--- src/sgr_mouse_report_decoder_unit_assert.svh ---
// ----------------------------------------------------------------------------
// sgr mouse report decoder assertion macros
// shared concurrent assertion forms for the decoder modules
// ----------------------------------------------------------------------------
`ifndef SGR_MOUSE_REPORT_DECODER_UNIT_ASSERT_SVH
`define SGR_MOUSE_REPORT_DECODER_UNIT_ASSERT_SVH

// same-cycle implication, checked outside reset
`define SGRMD_ASSERT_HOLDS(label, clk, rst, ante, cons) \
   label: assert property (@(posedge clk) disable iff (rst) (ante) |-> (cons)) \
      else $error("sgrmd assertion failed");

// next-cycle implication, checked outside reset
`define SGRMD_ASSERT_NEXT(label, clk, rst, ante, cons) \
   label: assert property (@(posedge clk) disable iff (rst) (ante) |=> (cons)) \
      else $error("sgrmd assertion failed");

`endif

--- src/sgrmd_pkg.sv ---
`timescale 1ns / 1ps
// ----------------------------------------------------------------------------
// sgrmd_pkg
// types, codes and sizes shared by the sgr mouse report decoder
// ----------------------------------------------------------------------------
package sgrmd_pkg;

   // field accumulator width and report length limit
   localparam int VALUE_WIDTH = 16;
   localparam int MAX_CHARS   = 48;
   localparam int COUNT_W     = 6;
   localparam int FIELD_COUNT = 3;
   localparam int COORD_W     = 16;

   localparam logic [VALUE_WIDTH-1:0] VALUE_MAX =
      VALUE_WIDTH'((64'd1 << VALUE_WIDTH) - 64'd1);
   // largest field value that can still take one more digit
   localparam logic [VALUE_WIDTH-1:0] DIGIT_LIMIT = VALUE_WIDTH'((VALUE_MAX - 9) / 10);

   // request kinds
   localparam logic [1:0] REQ_START   = 2'd0;
   localparam logic [1:0] REQ_BYTE    = 2'd1;
   localparam logic [1:0] REQ_TIMEOUT = 2'd2;
   localparam logic [1:0] REQ_RESIZE  = 2'd3;

   // byte classes
   localparam logic [2:0] CLS_OTHER   = 3'd0;
   localparam logic [2:0] CLS_DIGIT   = 3'd1;
   localparam logic [2:0] CLS_SEMI    = 3'd2;
   localparam logic [2:0] CLS_PRESS   = 3'd3;
   localparam logic [2:0] CLS_RELEASE = 3'd4;

   // event kinds
   localparam logic [2:0] EV_NONE     = 3'd0;
   localparam logic [2:0] EV_RESIZE   = 3'd1;
   localparam logic [2:0] EV_BACK     = 3'd2;
   localparam logic [2:0] EV_FORWARD  = 3'd3;
   localparam logic [2:0] EV_LPRESS   = 3'd4;
   localparam logic [2:0] EV_LRELEASE = 3'd5;
   localparam logic [2:0] EV_WUP      = 3'd6;
   localparam logic [2:0] EV_WDOWN    = 3'd7;

   // button codes after the modifier bits are cleared
   localparam logic [VALUE_WIDTH-1:0] BTN_LEFT       = VALUE_WIDTH'(0);
   localparam logic [VALUE_WIDTH-1:0] BTN_WHEEL_UP   = VALUE_WIDTH'(64);
   localparam logic [VALUE_WIDTH-1:0] BTN_WHEEL_DOWN = VALUE_WIDTH'(65);
   localparam logic [VALUE_WIDTH-1:0] BTN_BACK       = VALUE_WIDTH'(128);
   localparam logic [VALUE_WIDTH-1:0] BTN_FORWARD    = VALUE_WIDTH'(129);
   localparam logic [VALUE_WIDTH-1:0] MOD_MASK       = VALUE_WIDTH'(28);

   // queue between front and back
   localparam int QUEUE_DEPTH = 2;
   localparam int QPTR_W      = (QUEUE_DEPTH > 1) ? $clog2(QUEUE_DEPTH) : 1;
   localparam int QCNT_W      = $clog2(QUEUE_DEPTH + 1);

   typedef struct packed {
      logic [1:0] req_type;
      logic [7:0] char_byte;
   } sgrmd_req_type;

   typedef struct packed {
      logic [2:0]  event_kind;
      logic [15:0] column;
      logic [15:0] row;
      logic        shift_held;
      logic        alt_held;
      logic        ctrl_held;
   } sgrmd_rsp_type;

   // classified request as held in the queue
   typedef struct packed {
      logic [1:0] req_kind;
      logic [2:0] cls;
      logic [3:0] digit;
   } sgrmd_item_type;

   typedef struct packed {
      logic           push;
      sgrmd_item_type item;
   } sgrmd_qwrite_type;

   typedef struct packed {
      logic           avail;
      sgrmd_item_type item;
   } sgrmd_qhead_type;

endpackage

--- src/sgr_mouse_report_decoder_unit.sv ---
`timescale 1ns / 1ps
// ----------------------------------------------------------------------------
// sgr_mouse_report_decoder_unit
// decoder for the body of an xterm sgr mouse report
// ----------------------------------------------------------------------------
// usage:
//   req channel: one request per handshake (req_valid high, req_stall low).
//   a start request opens a report, byte requests feed its characters,
//   timeout and resize requests close it. every report that ends gives
//   exactly one response on the rsp channel; an open report gives none.
//   rsp channel: event kind, zero-based column and row, modifier bits.
// path: a taken request is classified and written into the queue; the parser
//   consumes it from the queue head and registers its response in the
//   output register.
// throughput: one request per cycle while the queue is not full and the
//   response is not stalled, set by the digit accumulate (multiply by ten and add) in the parser.
// reset: queue emptied, no report open, no response pending.
// stall: a stalled response holds in the output register; the two-entry
//   queue keeps taking requests until it fills, then req_stall rises.
// ----------------------------------------------------------------------------
module sgr_mouse_report_decoder_unit (
   input  logic                     clock,
   input  logic                     reset,
   input  logic                     req_valid,
   output logic                     req_stall,
   input  sgrmd_pkg::sgrmd_req_type req_data,
   output logic                     rsp_valid,
   input  logic                     rsp_stall,
   output sgrmd_pkg::sgrmd_rsp_type rsp_data
);

   // queue write side from the classifier
   sgrmd_pkg::sgrmd_qwrite_type qwrite;
   // queue head toward the parser
   sgrmd_pkg::sgrmd_qhead_type  qhead;
   logic                        queue_full;
   logic                        pop;

   // front: request handshake and byte classification
   sgrmd_front u_front (
      .req_valid  (req_valid),
      .req_stall  (req_stall),
      .req_data   (req_data),
      .queue_full (queue_full),
      .qwrite     (qwrite)
   );

   // queue: decouples request intake from the parser
   sgrmd_queue u_queue (
      .clock      (clock),
      .reset      (reset),
      .qwrite     (qwrite),
      .queue_full (queue_full),
      .qhead      (qhead),
      .pop        (pop)
   );

   // back: report parser and output register
   sgrmd_back u_back (
      .clock     (clock),
      .reset     (reset),
      .qhead     (qhead),
      .pop       (pop),
      .rsp_valid (rsp_valid),
      .rsp_stall (rsp_stall),
      .rsp_data  (rsp_data)
   );

endmodule

--- src/sgrmd_front.sv ---
`timescale 1ns / 1ps
// ----------------------------------------------------------------------------
// sgrmd_front
// accepts requests and classifies the received byte for the parser
// ----------------------------------------------------------------------------
module sgrmd_front (
   input  logic                      req_valid,
   output logic                      req_stall,
   input  sgrmd_pkg::sgrmd_req_type  req_data,
   input  logic                      queue_full,
   output sgrmd_pkg::sgrmd_qwrite_type qwrite
);

   localparam logic [7:0] CHAR_ZERO    = 8'h30;
   localparam logic [7:0] CHAR_NINE    = 8'h39;
   localparam logic [7:0] CHAR_SEMI    = 8'h3B;
   localparam logic [7:0] CHAR_PRESS   = 8'h4D;
   localparam logic [7:0] CHAR_RELEASE = 8'h6D;

   logic [2:0] cls;

   always_comb begin
      if (req_data.char_byte >= CHAR_ZERO && req_data.char_byte <= CHAR_NINE) begin
         cls = sgrmd_pkg::CLS_DIGIT;
      end else if (req_data.char_byte == CHAR_SEMI) begin
         cls = sgrmd_pkg::CLS_SEMI;
      end else if (req_data.char_byte == CHAR_PRESS) begin
         cls = sgrmd_pkg::CLS_PRESS;
      end else if (req_data.char_byte == CHAR_RELEASE) begin
         cls = sgrmd_pkg::CLS_RELEASE;
      end else begin
         cls = sgrmd_pkg::CLS_OTHER;
      end
   end

   assign req_stall            = queue_full;
   assign qwrite.push          = req_valid && !queue_full;
   assign qwrite.item.req_kind = req_data.req_type;
   assign qwrite.item.cls      = cls;
   // low nibble of an ascii digit is its value
   assign qwrite.item.digit    = req_data.char_byte[3:0];

endmodule

--- src/sgrmd_queue.sv ---
`timescale 1ns / 1ps
// ----------------------------------------------------------------------------
// sgrmd_queue
// short request queue between the classifier and the parser
// ----------------------------------------------------------------------------
`include "sgr_mouse_report_decoder_unit_assert.svh"

module sgrmd_queue (
   input  logic                        clock,
   input  logic                        reset,
   input  sgrmd_pkg::sgrmd_qwrite_type qwrite,
   output logic                        queue_full,
   output sgrmd_pkg::sgrmd_qhead_type  qhead,
   input  logic                        pop
);

   sgrmd_pkg::sgrmd_item_type entry_ff [sgrmd_pkg::QUEUE_DEPTH];

   logic [sgrmd_pkg::QPTR_W-1:0] wr_ptr_ff, wr_ptr_in;
   logic [sgrmd_pkg::QPTR_W-1:0] rd_ptr_ff, rd_ptr_in;
   logic [sgrmd_pkg::QCNT_W-1:0] count_ff, count_in;
   logic                         empty;

   assign queue_full  = (count_ff == sgrmd_pkg::QCNT_W'(sgrmd_pkg::QUEUE_DEPTH));
   assign empty       = (count_ff == '0);
   assign qhead.avail = !empty;
   assign qhead.item  = entry_ff[rd_ptr_ff];

   always_comb begin
      wr_ptr_in = wr_ptr_ff;
      rd_ptr_in = rd_ptr_ff;
      count_in  = count_ff;
      if (qwrite.push) begin
         wr_ptr_in = (wr_ptr_ff == sgrmd_pkg::QPTR_W'(sgrmd_pkg::QUEUE_DEPTH - 1)) ?
                     '0 : wr_ptr_ff + 1'b1;
      end
      if (pop) begin
         rd_ptr_in = (rd_ptr_ff == sgrmd_pkg::QPTR_W'(sgrmd_pkg::QUEUE_DEPTH - 1)) ?
                     '0 : rd_ptr_ff + 1'b1;
      end
      if (qwrite.push && !pop) begin
         count_in = count_ff + 1'b1;
      end else if (pop && !qwrite.push) begin
         count_in = count_ff - 1'b1;
      end
   end

   always_ff @(posedge clock) begin
      if (reset) begin
         wr_ptr_ff <= '0;
         rd_ptr_ff <= '0;
         count_ff  <= '0;
      end else begin
         wr_ptr_ff <= wr_ptr_in;
         rd_ptr_ff <= rd_ptr_in;
         count_ff  <= count_in;
      end
   end

   always_ff @(posedge clock) begin
      if (qwrite.push) begin
         entry_ff[wr_ptr_ff] <= qwrite.item;
      end
   end

   `SGRMD_ASSERT_HOLDS(a_count_bound, clock, reset, 1'b1,
      count_ff <= sgrmd_pkg::QCNT_W'(sgrmd_pkg::QUEUE_DEPTH))
   `SGRMD_ASSERT_HOLDS(a_no_push_full, clock, reset, queue_full, !qwrite.push)
   `SGRMD_ASSERT_HOLDS(a_no_pop_empty, clock, reset, empty, !pop)
   `SGRMD_ASSERT_NEXT(a_count_grows, clock, reset, qwrite.push && !pop,
      count_ff == $past(count_ff) + 1'b1)

endmodule

--- src/sgrmd_back.sv ---
`timescale 1ns / 1ps
// ----------------------------------------------------------------------------
// sgrmd_back
// report parser state and registered result stage
// ----------------------------------------------------------------------------
`include "sgr_mouse_report_decoder_unit_assert.svh"

module sgrmd_back (
   input  logic                       clock,
   input  logic                       reset,
   input  sgrmd_pkg::sgrmd_qhead_type qhead,
   output logic                       pop,
   output logic                       rsp_valid,
   input  logic                       rsp_stall,
   output sgrmd_pkg::sgrmd_rsp_type   rsp_data
);

   localparam int VW = sgrmd_pkg::VALUE_WIDTH;

   logic                             in_report_ff, in_report_in;
   logic [1:0]                       field_index_ff, field_index_in;
   logic                             seen_digit_ff, seen_digit_in;
   logic [VW-1:0]                    field_values_ff [sgrmd_pkg::FIELD_COUNT];
   logic [VW-1:0]                    field_values_in [sgrmd_pkg::FIELD_COUNT];
   logic [sgrmd_pkg::COUNT_W-1:0]    byte_count_ff, byte_count_in;
   logic                             rsp_valid_ff, rsp_valid_in;
   sgrmd_pkg::sgrmd_rsp_type         rsp_data_ff, rsp_data_in;

   sgrmd_pkg::sgrmd_item_type item;
   logic                      load;
   sgrmd_pkg::sgrmd_rsp_type  result;
   logic [1:0]                fi;
   logic [VW-1:0]             cur;
   logic [VW-1:0]             times_ten;
   logic [VW-1:0]             button;
   logic [VW-1:0]             x_minus_one;
   logic [VW-1:0]             y_minus_one;
   logic                      press;
   sgrmd_pkg::sgrmd_rsp_type  term_result;

   assign item = qhead.item;
   // output stage free now or emptied at this edge
   assign pop  = qhead.avail && (!rsp_valid_ff || !rsp_stall);

   assign fi        = (field_index_ff > 2'd2) ? 2'd2 : field_index_ff;
   assign cur       = field_values_ff[fi];
   assign times_ten = (cur << 3) + (cur << 1) + VW'(item.digit);

   // terminator decode
   assign press       = (item.cls == sgrmd_pkg::CLS_PRESS);
   assign button      = field_values_ff[0] & ~sgrmd_pkg::MOD_MASK;
   assign x_minus_one = field_values_ff[1] - 1'b1;
   assign y_minus_one = field_values_ff[2] - 1'b1;

   always_comb begin
      term_result = '0;
      if (field_values_ff[1] == '0 || field_values_ff[2] == '0) begin
         term_result.event_kind = sgrmd_pkg::EV_NONE;
      end else if (button == sgrmd_pkg::BTN_BACK || button == sgrmd_pkg::BTN_FORWARD) begin
         if (press) begin
            term_result.event_kind = (button == sgrmd_pkg::BTN_BACK) ?
                                     sgrmd_pkg::EV_BACK : sgrmd_pkg::EV_FORWARD;
         end
      end else if (button == sgrmd_pkg::BTN_LEFT ||
                   (press && (button == sgrmd_pkg::BTN_WHEEL_UP ||
                              button == sgrmd_pkg::BTN_WHEEL_DOWN))) begin
         if (button == sgrmd_pkg::BTN_LEFT) begin
            term_result.event_kind = press ? sgrmd_pkg::EV_LPRESS : sgrmd_pkg::EV_LRELEASE;
         end else if (button == sgrmd_pkg::BTN_WHEEL_UP) begin
            term_result.event_kind = sgrmd_pkg::EV_WUP;
         end else begin
            term_result.event_kind = sgrmd_pkg::EV_WDOWN;
         end
         term_result.column     = sgrmd_pkg::COORD_W'(x_minus_one);
         term_result.row        = sgrmd_pkg::COORD_W'(y_minus_one);
         term_result.shift_held = field_values_ff[0][2];
         term_result.alt_held   = field_values_ff[0][3];
         term_result.ctrl_held  = field_values_ff[0][4];
      end
   end

   always_comb begin
      in_report_in    = in_report_ff;
      field_index_in  = field_index_ff;
      seen_digit_in   = seen_digit_ff;
      field_values_in = field_values_ff;
      byte_count_in   = byte_count_ff;
      load            = 1'b0;
      result          = '0;
      if (pop) begin
         unique case (item.req_kind)
            sgrmd_pkg::REQ_START: begin
               // an open report ends with none, a fresh one opens
               load            = in_report_ff;
               in_report_in    = 1'b1;
               field_index_in  = 2'd0;
               seen_digit_in   = 1'b0;
               field_values_in = '{default: '0};
               byte_count_in   = '0;
            end
            sgrmd_pkg::REQ_TIMEOUT: begin
               load         = in_report_ff;
               in_report_in = 1'b0;
            end
            sgrmd_pkg::REQ_RESIZE: begin
               load              = in_report_ff;
               in_report_in      = 1'b0;
               result.event_kind = sgrmd_pkg::EV_RESIZE;
            end
            sgrmd_pkg::REQ_BYTE: begin
               if (in_report_ff) begin
                  byte_count_in = byte_count_ff + 1'b1;
                  priority if (item.cls == sgrmd_pkg::CLS_DIGIT) begin
                     if (cur > sgrmd_pkg::DIGIT_LIMIT) begin
                        load         = 1'b1;
                        in_report_in = 1'b0;
                     end else begin
                        field_values_in[fi] = times_ten;
                        seen_digit_in       = 1'b1;
                     end
                  end else if (item.cls == sgrmd_pkg::CLS_SEMI && seen_digit_ff &&
                               fi < 2'd2) begin
                     field_index_in = fi + 1'b1;
                     seen_digit_in  = 1'b0;
                  end else if ((item.cls == sgrmd_pkg::CLS_PRESS ||
                                item.cls == sgrmd_pkg::CLS_RELEASE) &&
                               fi == 2'd2 && seen_digit_ff) begin
                     load         = 1'b1;
                     in_report_in = 1'b0;
                     result       = term_result;
                  end else begin
                     load         = 1'b1;
                     in_report_in = 1'b0;
                  end
                  // length limit on a byte that kept the report open
                  if (!load && byte_count_in >= sgrmd_pkg::COUNT_W'(sgrmd_pkg::MAX_CHARS)) begin
                     load         = 1'b1;
                     in_report_in = 1'b0;
                  end
               end
            end
            default: begin
               load = 1'b0;
            end
         endcase
      end
   end

   always_comb begin
      rsp_valid_in = rsp_valid_ff;
      rsp_data_in  = rsp_data_ff;
      if (load) begin
         rsp_valid_in = 1'b1;
         rsp_data_in  = result;
      end else if (!rsp_stall) begin
         rsp_valid_in = 1'b0;
      end
   end

   always_ff @(posedge clock) begin
      if (reset) begin
         in_report_ff   <= 1'b0;
         field_index_ff <= 2'd0;
         seen_digit_ff  <= 1'b0;
         byte_count_ff  <= '0;
         rsp_valid_ff   <= 1'b0;
      end else begin
         in_report_ff   <= in_report_in;
         field_index_ff <= field_index_in;
         seen_digit_ff  <= seen_digit_in;
         byte_count_ff  <= byte_count_in;
         rsp_valid_ff   <= rsp_valid_in;
      end
   end

   always_ff @(posedge clock) begin
      field_values_ff <= field_values_in;
      rsp_data_ff     <= rsp_data_in;
   end

   assign rsp_valid = rsp_valid_ff;
   assign rsp_data  = rsp_data_ff;

   `SGRMD_ASSERT_HOLDS(a_no_pop_stalled, clock, reset, rsp_valid_ff && rsp_stall, !pop)
   `SGRMD_ASSERT_HOLDS(a_field_index_range, clock, reset, in_report_ff,
      field_index_ff <= 2'd2)
   `SGRMD_ASSERT_HOLDS(a_count_below_limit, clock, reset, in_report_ff,
      byte_count_ff < sgrmd_pkg::COUNT_W'(sgrmd_pkg::MAX_CHARS))
   `SGRMD_ASSERT_NEXT(a_start_opens, clock, reset,
      pop && item.req_kind == sgrmd_pkg::REQ_START, in_report_ff && byte_count_ff == '0)

endmodule
--- config.mk ---
export PLATFORM = sky130hd
export DESIGN_NAME = sgr_mouse_report_decoder_unit
export DESIGN_NICKNAME = d
export VERILOG_FILES = /design/src/sgrmd_pkg.sv /design/src/sgr_mouse_report_decoder_unit.sv /design/src/sgrmd_front.sv /design/src/sgrmd_queue.sv /design/src/sgrmd_back.sv
export VERILOG_INCLUDE_DIRS = /design/src /design/src/src
export SDC_FILE = /design/constraint.sdc
export NUM_CORES = 1
export LEC_CHECK = 0
export ABC_AREA = 0
export ABC_CLOCK_PERIOD_IN_PS = 4700
export BUFFER_PORTS_ARGS = -buffer_cell sky130_fd_sc_hd__buf_2
export CAP_MARGIN = 10
export CORE_ASPECT_RATIO = 1.1
export CORE_UTILIZATION = 50
export DETAILED_ROUTE_END_ITERATION = 16
export PLACE_DENSITY = 0.71
export SYNTH_ARGS = -nofsm -noshare
export SYNTH_HDL_FRONTEND = slang
export SYNTH_SLANG_ARGS = --single-unit
--- constraint.sdc ---
create_clock -name clock -period 4.7 [get_ports clock]
set_clock_uncertainty 0.05 [all_clocks]
set_input_delay 0.94 -clock clock [delete_from_list [all_inputs] [get_ports clock]]
set_output_delay 0.94 -clock clock [all_outputs]
set_load 0.01 [all_outputs]
* Yosys cells after proc, flatten, opt, wreduce, memory -nomap -nowiden
Memories as Yosys holds them, arrays and structs flattened. A register that Yosys moved wholly into a read port is not among the register bits.
Index checks and enable logic that the tools add are counted.
** Operators by class
- Add/subtract/negate cells :: 10
- $lt $le $gt $ge :: 8
- Equality and inequality tests :: 24
- Multiplexer cells :: 67
- Bitwise logic cells :: 6
- Reduce and logical (&&, ||, !) cells :: 39
** Operators with widths (number)
- 38-bit two-way mux :: 5
- 48-bit two-way mux :: 3
- 48-bit one-hot mux with 2 select lines :: 1
- 35-bit two-way mux :: 2
- 48-bit bitwise mux :: 1
- 16-bit logical NOT :: 3
- 16-bit two-way mux :: 3
- 16-bit binary-select mux with 2-bit select :: 1
- 16-bit demux with 2-bit select :: 1
- 16-bit by 1-bit subtractor with 16-bit output, second input constant :: 2
- 1-bit two-way mux :: 29
- 13-bit by 4-bit equality test with 1-bit output, second input constant :: 2
- 13-bit by 5-bit equality test with 1-bit output, second input constant :: 2
- 3-bit two-way mux :: 8
- 16-bit adder :: 1
- 16-bit by 4-bit adder with 16-bit output :: 1
- 8-bit by 7-bit equality test with 1-bit output, second input constant :: 2
- 16-bit by 13-bit greater-than comparator with 1-bit output, second input constant :: 1
- 5-bit AND reduction :: 3
- 1-bit logical AND :: 12
- 2-bit two-way mux :: 6
- 6-bit one-hot mux with 2 select lines :: 1
- 9-bit OR reduction :: 1
- 2-bit equality test, second input constant :: 4
- 34 further kinds :: 59
** Storage, ports and cells
- Bits in registers :: 101
- RAM bits :: 18
- Input bits :: 14
- Output and inout bits :: 40
- Word-level logic and storage cells :: 172
- Memories :: 1
** Memory list
- u_queue.entry_ff :: depth 2, width 9, read ports 1, clocked after memory_dff 1, wr ports 1, line sgrmd_queue.sv:17 : sgrmd_pkg::sgrmd_item_type entry_ff [sgrmd_pkg::QUEUE_DEPTH];

* Longest topological paths before layout
Gate-level depths: netlist (run 1).
- Depth after elaboration :: 19
- Gate-level depth with buffers :: 13
- Mapped depth without buffers :: 12

* By module
A second synthesis (run 1) with hierarchy kept.
** Unflattened totals
- Cells, all modules :: 701
- Area total of the unflattened synthesis :: 7325.8 µm²
** By module, submodules not included
- sgrmd_back :: instances 1, cells each 631, area an instance 6329.8 µm², seq. area each 2802.7 µm²
- sgrmd_queue :: instances 1, cells each 50, area an instance 857.1 µm², seq. area each 640.6 µm²
- sgrmd_front :: instances 1, cells each 20, area an instance 138.9 µm², seq. area each 0.0 µm²

* Worst setup path before layout (run 1)
No wires, ideal clock.
- Kind :: register -> register
- From :: reg u_back.field_index_ff[0]
- To :: reg u_back.field_values_ff (netlist bit u_back.button[0]), enable pin
- Library setup time :: 469 ps
- Arrival time :: 4146 ps
- Data required time :: 4181 ps
- Slack :: 35 ps
- Stages on the path, launching flop included :: 8
- Buffers on the path :: 1
- Clock period less this slack :: 4665 ps
- Cells stage by stage :: dfxtp_1 > buf_2 > mux2_2 > mux2i_1 > nand4_1 > o31ai_1 > a2bb2oi_1 > a21oi_1
** On the way
- Cells in the longest elaborated chain, start to end :: 9
** RTL lines
- start: declaration :: line sgrmd_back.sv:21 : logic [1:0] field_index_ff, field_index_in;
- start signal: assignment :: line sgrmd_back.sv:169 : field_index_ff <= field_index_in;
- 2-bit greater-than comparator :: line sgrmd_back.sv:45 : assign fi = (field_index_ff > 2'd2) ? 2'd2 : field_index_ff;
- 2-bit two-way mux (*) :: line sgrmd_back.sv:45
- 2-bit NOT with 3-bit output (not written as such) (*) :: line sgrmd_back.sv:46 : assign cur = field_values_ff[fi];
- 16-bit binary-select mux with 2-bit select (*) :: line sgrmd_back.sv:46
- 16-bit two-way mux (not written as such) (*) (2 in series) :: line sgrmd_back.sv:46
- 16-bit by 13-bit greater-than comparator with 1-bit output (*) :: line sgrmd_back.sv:114 : if (cur > sgrmd_pkg::DIGIT_LIMIT) begin
- 2-bit inequality test (no line) (*)
- 5-bit AND reduction (no line) (*)
- end signal: assignment :: line sgrmd_back.sv:177 : field_values_ff <= field_values_in;
- end: declaration :: line sgrmd_back.sv:23 : logic [VW-1:0] field_values_ff [sgrmd_pkg::FIELD_COUNT];
Mark *: on every way between the ends. The rest lies on a longest branch, timed or not. The select of a mux whose other input is x is not followed.
A chain may end at the register's enable or synchronous reset.

* Final worst setup path (run 1)
- From :: reg u_back.field_index_ff[0]
- To :: reg u_back.field_values_ff[12] (netlist bit) (data pin)
** On the way
- Cells in the longest elaborated chain, start to end :: 13
- Elaborated cells between the ends (all ways) :: 18
- Classes of those cells :: add/sub: 2; order compare: 3; mux: 11; bitwise: 1; reduce/logical: 1
** RTL lines
- 2-bit greater-than comparator :: line sgrmd_back.sv:45
- 2-bit two-way mux (*) :: line sgrmd_back.sv:45
- 2-bit NOT with 3-bit output (not written as such) (*) :: line sgrmd_back.sv:46, sgrmd_back.sv:118
- 16-bit binary-select mux with 2-bit select :: line sgrmd_back.sv:46
- 16-bit two-way mux (not written as such) (2 in series) :: line sgrmd_back.sv:46
- 16-bit adder :: line sgrmd_back.sv:47 : assign times_ten = (cur << 3) + (cur << 1) + VW'(item.digit);
- 16-bit by 4-bit adder with 16-bit output :: line sgrmd_back.sv:47
- 48-bit bitwise mux (*) :: line sgrmd_back.sv:118 : field_values_in[fi] = times_ten;
- 48-bit two-way mux (*) :: line sgrmd_back.sv:114
- 48-bit two-way mux (*) :: line sgrmd_back.sv:113 : priority if (item.cls == sgrmd_pkg::CLS_DIGIT) begin
- 48-bit two-way mux (*) :: line sgrmd_back.sv:111 : if (in_report_ff) begin
- 48-bit one-hot mux with 2 select lines (*) :: line sgrmd_back.sv:91 : unique case (item.req_kind)
Marked as above.

==> results of run 1 <==
-- worst max-delay path, delay by kind of cell (launching register included) --
kind            cells  cell delay (ps)
compound gates      6             1650
fa+ha+maj           3             1030
flops               1              480
buf+inv             1              310
simple gates        1              150
mux                 1              100
-- stage by stage --
step	util, %	hold slack, ps	setup WS, ps	power [mW]
2_1_floorplan	-	396	34.9	2.31
3_3_place_gp	55.0	434	999	2.61
3_5_place_dp	55.0	439	722	2.65
4_1_cts	59.1	448	701	3.87
5_1_grt	59.1	473	434	4.06
6_report	59.1	445	653	3.86
-- logic make-up after synthesis --
kind of cell | after synthesis | synth area share [%]
and+or+nand+nor | 262 | 17.4
AOI/OAI and AO/OA | 139 | 12.3
DFF | 120 | 49.8
buffers and inverters | 50 | 3.13
xor gates and xnor gates | 42 | 5.33
muxes | 39 | 5.81
adders and majority gates | 33 | 6.19
-- per-layer routing --
| metal | global-route usage (%) | vias to the layer above | wire (um) | share of wire [%] |
|---|---|---|---|---|
| met4 | 11.2 | 0 | 438 | 2.8 |
| met2 | 38.0 | 187 | 7570 | 48 |
| li1 | - | 2597 | - | - |
| met1 | 28.9 | 2479 | 6740 | 43 |
| met3 | 5.57 | 35 | 886 | 5.7 |
| met5 | 0 | - | 0 | 0 |
-- area by class of cell --
class	count	area (sq um)	share of cell area, %
Sequential cell	120	3440	43.7
Multi-Input combinational cell	515	3270	41.5
Clock buffer	20	437	5.54
Timing Repair Buffer	60	318	4.03
Tap cell	184	230	2.92
Clock inverter	11	108	1.37
Inverter	20	75.1	0.953
-- worst paths after layout --
| check | startpoint | endpoint | slack, ps |
|---|---|---|---|
| setup / recovery | u_back.field_index_ff[0]$_SDFFE_PP0P_ | u_back.field_values_ff[12]$_SDFFCE_PN0P_ | 650 |
| hold / removal | u_back.rsp_valid$_SDFFE_PP0P_ | u_back.rsp_valid$_SDFFE_PP0P_ | 440 |
| hold reg to reg | u_back.rsp_valid$_SDFFE_PP0P_ | u_back.rsp_valid$_SDFFE_PP0P_ | 440 |
| setup reg to reg | u_back.field_index_ff[0]$_SDFFE_PP0P_ | u_back.field_values_ff[12]$_SDFFCE_PN0P_ | 650 |
-- power by group through the flow --
stage / sequential [mW] / combinational [mW] / clock [mW]
6_report: 1.48 / 1.16 / 1.22
5_1_grt: 1.50 / 1.29 / 1.27
4_1_cts: 1.48 / 1.16 / 1.23
3_5_place_dp: 1.50 / 1.15 / 0
3_3_place_gp: 1.50 / 1.12 / 0
2_1_floorplan: 1.45 / 0.858 / 0
-- registers in the layout, indices dropped and copies added (netlist names), 2 cells and up, named ones only --
register	count
u_back.rsp_data	38
u_back.field_values_ff	35
u_back.button	13
u_back.field_index_ff	2
u_queue.count_ff	2
u_queue.entry_ff	18
u_back.byte_count_ff	6
-- cells in the final DEF, fill, tap and decap left out, types with 3 or more instances in the layout --
cell type and instances:
sky130_fd_sc_hd__nor2_1 105, sky130_fd_sc_hd__a21boi_0 4, sky130_fd_sc_hd__a21oi_1 51, sky130_fd_sc_hd__edfxtp_1 104, sky130_fd_sc_hd__o21bai_1 3, sky130_fd_sc_hd__xnor2_1 27, sky130_fd_sc_hd__clkbuf_16 17, sky130_fd_sc_hd__o31ai_1 6
sky130_fd_sc_hd__o22ai_1 4, sky130_fd_sc_hd__o21ai_0 29, sky130_fd_sc_hd__clkinvlp_4 3, sky130_fd_sc_hd__mux2_2 9, sky130_fd_sc_hd__or3b_2 3, sky130_fd_sc_hd__clkinv_1 4, sky130_fd_sc_hd__and2_1 4, sky130_fd_sc_hd__buf_2 53
sky130_fd_sc_hd__or4_1 8, sky130_fd_sc_hd__nand4b_1 3, sky130_fd_sc_hd__xor2_1 15, sky130_fd_sc_hd__buf_4 7, sky130_fd_sc_hd__ha_1 31, sky130_fd_sc_hd__and3_1 3, sky130_fd_sc_hd__nand3_1 7, sky130_fd_sc_hd__nor4_1 4
sky130_fd_sc_hd__nand2b_1 3, sky130_fd_sc_hd__nor3b_1 3, sky130_fd_sc_hd__nor2b_1 6, sky130_fd_sc_hd__nand4_1 5, sky130_fd_sc_hd__nor3_1 15, sky130_fd_sc_hd__inv_1 19, sky130_fd_sc_hd__or3_1 6, sky130_fd_sc_hd__mux2i_1 30
sky130_fd_sc_hd__a21o_1 4, sky130_fd_sc_hd__clkbuf_1 3, sky130_fd_sc_hd__dfxtp_1 16, sky130_fd_sc_hd__nand2_1 77, sky130_fd_sc_hd__a211oi_1 20
==> results.txt, run 1 <==
STA puts the critical path data required time at 4800 ps. The hold path depth is 2. For this design, the CTS-stage hold fixing added 0 buffers. Vertical die dimension: 125 um. Buffers inserted during clock tree synthesis total 17. Number of global-route vias before repair: 4990.

The commonest register cell after synthesis was sky130_fd_sc_hd__edfxtp_1. Setup total negative slack on the finished layout was measured at 0 ps. Internal power comes to 2.53 mW.

The placed cell count was 899. By startpoint and endpoint, the worst setup path is classified as flop to flop. Entering global routing, the biggest net connects 52 pins. The fraction of power spent switching nets is 34.4%, and the post-synthesis register bit count is 120.

For the worst-skew pair later-pin latency, the log shows 420 ps. The tools report the netlist area before placement as 6910 sq um. Sorting the synthesized cells by how often they occur yields sky130_fd_sc_hd__nor2_1 (106), sky130_fd_sc_hd__edfxtp_1 (104), sky130_fd_sc_hd__nand2_1 (77). The area added between synthesis and finish was 14.0%; the count of vias placed by the detailed router was 5298.

Clock share of power: 31.5%. Root buffer selected by CTS: sky130_fd_sc_hd__clkbuf_16. Max-cap violations in this run came to 0. The worst setup path is captured at a flop.

Combinational share of power: 30.0%. In this run the core area contains 44 standard-cell rows. The run gives 0.890 as the final estimated routing congestion in global placement. The share of synthesized flip-flops with an asynchronous set or reset works out to 0%.

The post-CTS repair timing setup buffer count was 0; the final net count was 781. The minimum clock period came out at 4050 ps. The share of total power dissipated in sequential elements is 38.5%. Setup violations remaining at the end of the flow were counted as 0. The logs give 49.8% for the post-synthesis sequential area ratio and 0.283 mV for the worst supply voltage drop on vdd. STA puts the critical path data arrival time at 4140 ps.

The area of the placeable core was 13300 sq um. The delay of the slowest critical-path stage is 480 ps. The worst path uses 86.1% of the clock period. After the flow finishes, the layout carries non-filler instances totaling 930.

Dividing the detail-routed via count by the number of cells gives 5.70. The count of clock tree sinks was 120. The layout cell share with drive strength beyond 1 is 13.7%, and the number of warnings issued by yosys is 0. The tools report the residual DRC count as 0.

Setup repair after global routing left no endpoint under its margin. Post-CTS repair changed the size of 0 cells. In this run, distinct cell masters in the synthesized netlist total 57. In the post-synthesis netlist, the biggest area contributors are sky130_fd_sc_hd__edfxtp_1 (45%), sky130_fd_sc_hd__nor2_1 (5.8%), sky130_fd_sc_hd__ha_1 (5.6%).

The run gives 1127 as the number of fillers in the final layout. Type of the most critical hold path: flop to flop. Count of final max-slew check failures: 0. The depth of the worst register-to-register path is 12, and the DRC marker count from the first detailed-route iteration is 410. The worst setup path is launched from a flop. At the pin with the least slew margin, the transition time is 1050 ps. The largest individual stage delay along the critical path comes from the cell sky130_fd_sc_hd__dfxtp_1. The detail route stage leaves a number of antenna-violating nets equal to 0. The post-detailed-route wirelength per cell came out at 16.8 um.

Headroom to the max-slew limit came out at 30.1%. Wires add up to 15.6 mm. The net switching power figure is 1.33 mW, and the width of the die is 114 um. The post-synthesis net count came out at 732. The most frequent cell after synthesis was sky130_fd_sc_hd__nor2_1. Final-report hold violation count: 0. Across every metal layer, demand over resource in global routing totals 23.3%. The initial antenna violation count is 0. Top-area cell type share of the netlist area: 45.2%.

The total die area is 14300 sq um. In this run the worst path has a maximum fanout of 16. The signal on the critical path passes through buf_4 -> mux2i_1 -> o21ai_0 -> ha_1 -> ha_1 -> fa_1 -> a211oi_1 -> o21ai_0 -> nand4_1 -> a21boi_0 -> o31ai_1 -> o22ai_1. The tools report the number of top-level pins as 54. The total power divided by cell area was 490 nW/um^2; the gate count after technology mapping was 685.

The count of buffers added on input and output ports is 53. The placed standard-cell area was 7330 sq um; the HPWL reported at the end of detailed placement was 11.4 mm. The run gives 25.5 mm as the first-pass GRT wire length.

The clock-pin slew on the worst setup and hold paths was 60 ps. The first detailed-routing pass took 5 iterations. The flow ran to the end, and the final reports show no timing, DRC or antenna violations. The library cell occupying the most area in the post-synthesis netlist was sky130_fd_sc_hd__edfxtp_1. The number of enable flip-flop cells after synthesis was 104. For the upper clock frequency limit, the log shows 0.247 GHz. With fillers left out, the area of the finished cells amounts to 7880 sq um.

For the antenna cell count, the log shows 0. Once the floorplan was initialized, standard cells occupied 51.9% of the core. For this design the static power due to leakage is 2.95 nW.

After global routing the overflow that remains totals 0. TritonCTS built the clock tree. The clock passes through at most 2 buffers. Number of H-tree levels: 4. The per-instance average area after synthesis came out at 10.1 sq um.
Power figures use the tool's default switching activity.
==> run 2: changes to the inputs <==
--- a/config.mk
+++ b/config.mk
@@ -14,6 +14,7 @@
 export CORE_UTILIZATION = 50
 export DETAILED_ROUTE_END_ITERATION = 16
 export PLACE_DENSITY = 0.71
+export RECOVER_POWER = 100
 export SYNTH_ARGS = -nofsm -noshare
 export SYNTH_HDL_FRONTEND = slang
 export SYNTH_SLANG_ARGS = --single-unit
==> results.txt, run 2 (same netlist as run 1, synthesis figures left out) <==
The run gives 4150 ps (about the same) as the data arrival time of the worst path. The hold buffer count at CTS came out at 0 (unchanged). The root buffer selected by CTS is sky130_fd_sc_hd__clkbuf_16. The logs give 0 (unchanged) for the quantity of gates resized following cts and 58.6% (-0.51 points) for the fraction of the core area covered by cells at the end of the flow. For the number of endpoints failing setup at the final stage, the log shows 0 (unchanged). The flip-flop count of the largest register after layout was 38 (unchanged); the width of the die was 114 um (unchanged). The worst-margin pin slew was 2320 ps (+1270 ps); the remaining antenna violation count was 0 (unchanged). The ratio of routed vias to standard cells is 5.71 (+0.25%). The run gives 0 (unchanged) as the final-report hold violation count. The tools report the number of fillers in the final layout as 1150 (+2.0%). The logs give 4990 (unchanged) for the number of global-route vias before repair and 0 (unchanged) for the remaining global-route overflow. The post-detailed-route wirelength per cell is 16.9 um (+0.53%). Leaving out fill and tap cells, the most frequent cells in the layout are sky130_fd_sc_hd__nor2_1 (105), sky130_fd_sc_hd__edfxtp_1 (104), sky130_fd_sc_hd__nand2_1 (77), sky130_fd_sc_hd__a21oi_1 (51), sky130_fd_sc_hd__clkbuf_1 (49). The tools report the worst slew margin relative to its limit as -54.4% (-84 points). The count of input and output buffers was 53 (unchanged). Walking the worst path, the cells encountered are buf_4 -> mux2i_1 -> o21ai_0 -> ha_1 -> ha_1 -> fa_1 -> a211oi_1 -> o21ai_0 -> nand4_1 -> a21boi_0 -> o31ai_1 -> o22ai_1.

The minimum clock period was 4130 ps (+83.5 ps). The logs give 120 (unchanged) for the count of clock tree sinks and 52 (unchanged) for the largest net degree at the start of global routing. The logs give 2 (unchanged) for the maximum buffer depth of the clock tree and 4 (unchanged) for the number of H-tree levels. The run gives 0 (unchanged) as the initial antenna violation count. TritonCTS built the clock tree. Leaving out fill and tap cells, the most frequent cell in the layout is sky130_fd_sc_hd__nor2_1. The post-route fraction of the period consumed by the critical path is 87.9% (+1.8 points), and the delay of the slowest critical-path stage is 490 ps (about the same).

The HPWL reported at the end of detailed placement is 11.4 mm (unchanged). The maximum fanout encountered on the critical timing path works out to 16 (unchanged). The run gives 5 (unchanged) as the iteration count of the initial detailed-routing pass.

The clock-pin slew on the worst setup and hold paths is 60 ps (about the same), and the post-CTS repair timing setup buffer count is 0 (unchanged). The logs give 25.5 mm (unchanged) for the first-pass GRT wire length and 2.79 nW (-5.6%) for the leakage power of the design. The antenna cell count is 0 (unchanged), and the vertical die dimension is 125 um (unchanged). The area of the placeable core was 13300 sq um (unchanged); the max-capacitance violation count was 2 (+2). Setup repair after global routing left no endpoint under its margin.

The checks that failed: max-capacitance violations, max-slew violations. Among all stages on the critical path, the largest delay is contributed by sky130_fd_sc_hd__dfxtp_1. The tools report the worst-skew pair later-pin latency as 420 ps (about the same).

The run gives 14300 sq um (unchanged) as the total die area. The number of top-level pins was 54 (unchanged); the total clock buffers created by CTS was 17 (unchanged). Compared with the post-synthesis result, the final layout area differs by 13.1%. The tools report the global-route usage over all layers as 23.3% (unchanged). The tools report the worst supply voltage drop on vdd as 0.282 mV (-0.12%). The total power divided by cell area is 495 nW/um^2 (+1.1%). The upper clock frequency limit came out at 0.242 GHz (-2.0%). The flow ran to the end, but the final reports show violations.

Number of standard-cell rows in the floorplan: 44 (unchanged). The logs give 431 (+5.1%) for the DRC marker count from the first detailed-route iteration and 51.9% (unchanged) for the initial core utilization. The layout cell share with drive strength beyond 1 was 7.37% (-6.3 points).

The run gives 15.7 mm (+0.53%) as the total wirelength of the detailed-routed design. The tightest min-delay check is of the flop to flop type. The run gives 781 (unchanged) as the final net count. The run gives 91 (+91) as the count of final max-slew check failures. The critical path start-end classification was flop to flop. The endpoint type of the worst setup path is a flop. The residual DRC count was 0 (unchanged). The count of vias placed by the detailed router was 5311 (+0.25%); the final estimated routing congestion in global placement was 0.890 (unchanged). For the required time of the critical path, the log shows 4720 ps (-80 ps). The tools report the setup total negative slack as 0 ps (unchanged). The tools report the kind of start point of the critical path as a flop.
==> run 2: metal layers <==
layer | track usage [%] | vias up | wire, um
met2 | 38.0 | 195 | 7590
met4 | 11.2 | 0 | 408
met5 | 0 | - | 0
met3 | 5.57 | 28 | 997
met1 | 28.9 | 2493 | 6720
li1 | - | 2595 | -
==> run 2: worst paths after layout <==
path                                               from                                       end  slack (ps)  cells after the start
setup / recovery  u_back.field_index_ff[0]$_SDFFE_PP0P_  u_back.field_values_ff[12]$_SDFFCE_PN0P_         570                     12
hold / removal            u_back.rsp_valid$_SDFFE_PP0P_             u_back.rsp_valid$_SDFFE_PP0P_         450                      2
setup reg to reg  u_back.field_index_ff[0]$_SDFFE_PP0P_  u_back.field_values_ff[12]$_SDFFCE_PN0P_         570                     12
hold reg to reg           u_back.rsp_valid$_SDFFE_PP0P_             u_back.rsp_valid$_SDFFE_PP0P_         450                      2
==> run 2: layout make-up <==
class | instances | area (sq um) | area share [%]
sequential | 120 | 3440 | 44.1
multi-input combinational | 515 | 3260 | 41.8
clock buffer | 20 | 437 | 5.59
timing repair buffer | 60 | 255 | 3.27
tap | 184 | 230 | 2.95
clock inverter | 11 | 108 | 1.38
inverter | 20 | 75.1 | 0.961
==> run 2: metrics by stage <==
stage / total power, mW / setup slack, ps / cells / hold slack, ps / instance area, sq um
finish: 3.87 / 569 / 930 / 453 / 7810
global route: 4.06 / 344 / 930 / 475 / 7810
CTS: 3.87 / 701 / 930 / 448 / 7880
detailed placement: 2.65 / 722 / 899 / 439 / 7330
global placement: 2.61 / 999 / 899 / 434 / 7330
floorplan: 2.31 / 34.9 / 685 / 396 / 6910
==> run 2: worst max-delay path: cells and delay by family (launching register included) <==
| family | cells | cell delay (ps) |
|---|---|---|
| adders and majority gates | 3 | 1030 |
| muxes | 1 | 100 |
| buffers and inverters | 1 | 310 |
| and+or+nand+nor | 1 | 150 |
| AOI/OAI and AO/OA | 6 | 1650 |
| DFF | 1 | 490 |
==> run 2: power by group <==
group          total, mW  switching, mW  internal, mW  leakage (nW)
clock               1.21          0.449         0.765         0.256
combinational       1.17          0.742         0.424          1.38
sequential          1.49          0.143          1.35          1.15
total               3.87           1.33          2.54          2.79
==> run 3: changes to the inputs <==
--- a/config.mk
+++ b/config.mk
@@ -11,9 +11,9 @@
 export BUFFER_PORTS_ARGS = -buffer_cell sky130_fd_sc_hd__buf_2
 export CAP_MARGIN = 10
 export CORE_ASPECT_RATIO = 1.1
-export CORE_UTILIZATION = 50
+export CORE_UTILIZATION = 55
 export DETAILED_ROUTE_END_ITERATION = 16
-export PLACE_DENSITY = 0.71
+export PLACE_DENSITY = 0.77
 export RECOVER_POWER = 100
 export SYNTH_ARGS = -nofsm -noshare
 export SYNTH_HDL_FRONTEND = slang
==> results.txt, run 3 (same netlist as run 1, synthesis figures left out) <==
The depth of the worst register-to-register path is 11 (-1). The worst-skew pair later-pin latency is 420 ps (about the same). Leaving out fill and tap cells, the most frequent cell in the layout is sky130_fd_sc_hd__nor2_1. For the met1 track utilization from global routing, the log shows 32.4% (+3.5 points). The run gives 0 ps (unchanged) as the setup total negative slack.

For the global-route usage over all layers, the log shows 26.2% (+2.9 points). The antenna cell count was 0 (unchanged). Post-detailed-route wirelength per cell: 17.7 um (+4.9%). The met3 routing resource usage after global routing was 5.59% (+0.020 points); the flip-flop count of the largest register after layout was 38 (unchanged). The layout cell share with drive strength beyond 1 was 8.43% (+1.1 points); the upper clock frequency limit was 0.243 GHz (+0.25%).

The ratio of routed vias to standard cells was 6.10 (+6.9%). The logs give 0 (unchanged) for the final-report hold violation count and 3270 sq um (+0.15%) for the total area of multi-input combinational cells. For the remaining antenna violation count, the log shows 0 (unchanged).

Layer with the highest usage: met2. The total power divided by cell area works out to 508 nW/um^2 (+2.6%). The checks that failed: max-capacitance violations, max-slew violations. Met2 demand-to-capacity share in global routing: 43.0% (+5.1 points). The slowest stage of the critical path belongs to the cell sky130_fd_sc_hd__dfxtp_1. The logs give 0 (unchanged) for the residual DRC count and 52 (unchanged) for the largest net degree at the start of global routing. The delay of the slowest critical-path stage came out at 620 ps (+130 ps).

The critical path in this run is classified as flop to flop. In the layout the commonest cells are sky130_fd_sc_hd__nor2_1 (105), sky130_fd_sc_hd__edfxtp_1 (104), sky130_fd_sc_hd__nand2_1 (77), sky130_fd_sc_hd__a21oi_1 (51), sky130_fd_sc_hd__clkbuf_1 (45). The tools report the iteration count of the initial detailed-routing pass as 5 (unchanged). The worst path buffer plus inverter count was 1 (unchanged). The area used by sequential logic in the layout is 3440 sq um (unchanged).

The HPWL reported at the end of detailed placement was 11.5 mm (+1.2%). The run gives 3.98 mW (+3.0%) as the total power of the final layout. The run gives 1 (-1) as the max-capacitance violation count.

The tools report the worst-case setup slack after placement as 728 ps (+6.89 ps). The run finished, with violations left. The count of input and output buffers works out to 53 (unchanged).

Kind of start point of the critical path: a flop. Post-route fraction of the period consumed by the critical path: 87.7% (-0.22 points). The logs give 13000 sq um (-8.9%) for the total die area and 5498 (+3.5%) for the count of vias placed by the detailed router. The number of fillers in the final layout came out at 940 (-18%). The width of the die is 109 um (-4.6%). The hold path depth came out at 2 (unchanged). The final estimated routing congestion in global placement was 0.932 (+4.7%); the post-CTS repair timing setup buffer count was 0 (unchanged). The tools report the placed standard-cell area as 7300 sq um (-0.51%). The type of the most critical hold path is flop to flop. Traced cell by cell, the critical path runs through mux2_2 -> mux2i_1 -> fa_1 -> inv_1 -> ha_1 -> a211oi_1 -> o211ai_1 -> a21boi_0 -> a21oi_1 -> xnor2_1 -> a211oi_1.

The clock-pin slew on the worst setup and hold paths came out at 60 ps (about the same). The initial core utilization is 56.9% (+5.1 points), and the area added between synthesis and finish is 13.4%. Setup repair after global routing left no endpoint under its margin.

The count of clock tree sinks is 120 (unchanged). The initial antenna violation count came out at 0 (unchanged). The worst slew margin relative to its limit came out at -51.2% (+3.2 points). The vertical die dimension was 120 um (-4.6%).

The critical path depth in cells was 11 (-1); the final net count was 781 (unchanged). Remaining global-route overflow: 0 (unchanged). The family of cells with the greatest summed delay on the critical path was compound AO/OA/AOI/OAI gates. The worst supply voltage drop on vdd is 0.254 mV (-9.9%).

The required time of the critical path was 4720 ps (about the same); the quantity of gates resized following cts was 0 (unchanged). The run gives 5259 (+5.4%) as the number of global-route vias before repair. STA classifies the critical path endpoint as a flop. For the data arrival time of the worst path, the log shows 4140 ps (about the same). The hold buffer count at CTS is 0 (unchanged), and the maximum buffer depth of the clock tree is 2 (unchanged). The total clock buffers created by CTS was 17 (unchanged). The tools report the number of endpoints failing setup at the final stage as 0 (unchanged). For the number of standard-cell rows in the floorplan, the log shows 42 (-4.5%).

The total wirelength of the detailed-routed design was 16.0 mm (+1.6%). The number of top-level pins came out at 54 (unchanged). By instance count, the cell type seen most on the critical path is sky130_fd_sc_hd__a211oi_1. The DRC marker count from the first detailed-route iteration came out at 419 (-2.8%). For the number of H-tree levels, the log shows 4 (unchanged). TritonCTS built the clock tree.

The maximum fanout encountered on the critical timing path works out to 13 (-3). The final worst slack is 579 ps (+10.4 ps), and the first-pass GRT wire length is 26.0 mm (+2.3%). Leakage power of the design: 2.83 nW (+1.4%). The count of final max-slew check failures is 52 (-43%), and the minimum clock period is 4120 ps (-10.4 ps). The worst-margin pin slew is 2270 ps (-48.2 ps).

The tree is rooted in a sky130_fd_sc_hd__clkbuf_16. The area of the placeable core came out at 12100 sq um (-8.9%). The final instance area is 7840 sq um (+0.34%).
-- run 3: cell count changes in the layout (fill, tap and decap cells not counted) --
cell | before | now
sky130_fd_sc_hd__mux2_1 | 1 | 0
sky130_fd_sc_hd__buf_2 | 8 | 9
sky130_fd_sc_hd__bufinv_16 | 2 | 3
sky130_fd_sc_hd__clkbuf_1 | 49 | 45
sky130_fd_sc_hd__nor2_4 | 0 | 1
sky130_fd_sc_hd__mux2_2 | 8 | 9
sky130_fd_sc_hd__clkinvlp_4 | 3 | 1
sky130_fd_sc_hd__clkinv_4 | 0 | 5
sky130_fd_sc_hd__nor2_2 | 1 | 0
sky130_fd_sc_hd__clkinv_1 | 4 | 2
sky130_fd_sc_hd__inv_6 | 0 | 2
-- run 3: metrics by stage --
step / util [%] / instances / hold WS [ps]
6_report: 64.6 / 901 / 450
3_5_place_dp: 60.1 / 869 / 439
5_1_grt: 64.6 / 901 / 475
4_1_cts: 65.1 / 901 / 450
2_1_floorplan: - / 685 / 396
3_3_place_gp: 60.1 / 869 / 435
-- run 3: final timing paths --
path                                    startpoint                                       end  slack [ps]
max          u_back.field_index_ff[0]$_SDFFE_PP0P_  u_back.field_values_ff[13]$_SDFFCE_PN0P_         580
min                  u_back.rsp_valid$_SDFFE_PP0P_             u_back.rsp_valid$_SDFFE_PP0P_         450
max reg2reg  u_back.field_index_ff[0]$_SDFFE_PP0P_  u_back.field_values_ff[13]$_SDFFCE_PN0P_         580
min reg2reg          u_back.rsp_valid$_SDFFE_PP0P_             u_back.rsp_valid$_SDFFE_PP0P_         450
-- run 3: power by group --
| group | total (mW) | internal (mW) | switching, mW |
|---|---|---|---|
| clock | 1.32 | 0.833 | 0.485 |
| combinational | 1.18 | 0.424 | 0.753 |
| sequential | 1.49 | 1.35 | 0.143 |
| total | 3.98 | 2.60 | 1.38 |
-- run 3: metal layers --
metal / routed length (um) / vias up / part of all wire [%]
met1: 6340 / 2578 / 40
li1: - / 2599 / -
met2: 7820 / 265 / 49
met5: 0 / - / 0
met4: 684 / 0 / 4.3
met3: 1120 / 56 / 7.0
-- run 3: worst register-to-register path, delay by kind of cell, from the launching register on --
kind | cells | cell delay [ps]
AO/OA/AOI/OAI | 5 | 1180
XOR/XNOR | 1 | 290
flip-flops | 1 | 620
buffers and inverters | 1 | 120
adder cells (fa/ha/maj) | 2 | 730
multiplexers | 2 | 790
-- run 3: layout make-up --
type	instances	area share (%)
timing repair buffer	60	3.27
clock inverter	15	2.25
inverter	20	0.958
sequential	120	43.9
clock buffer	17	5.43
tap	154	2.46
multi-input combinational	515	41.7
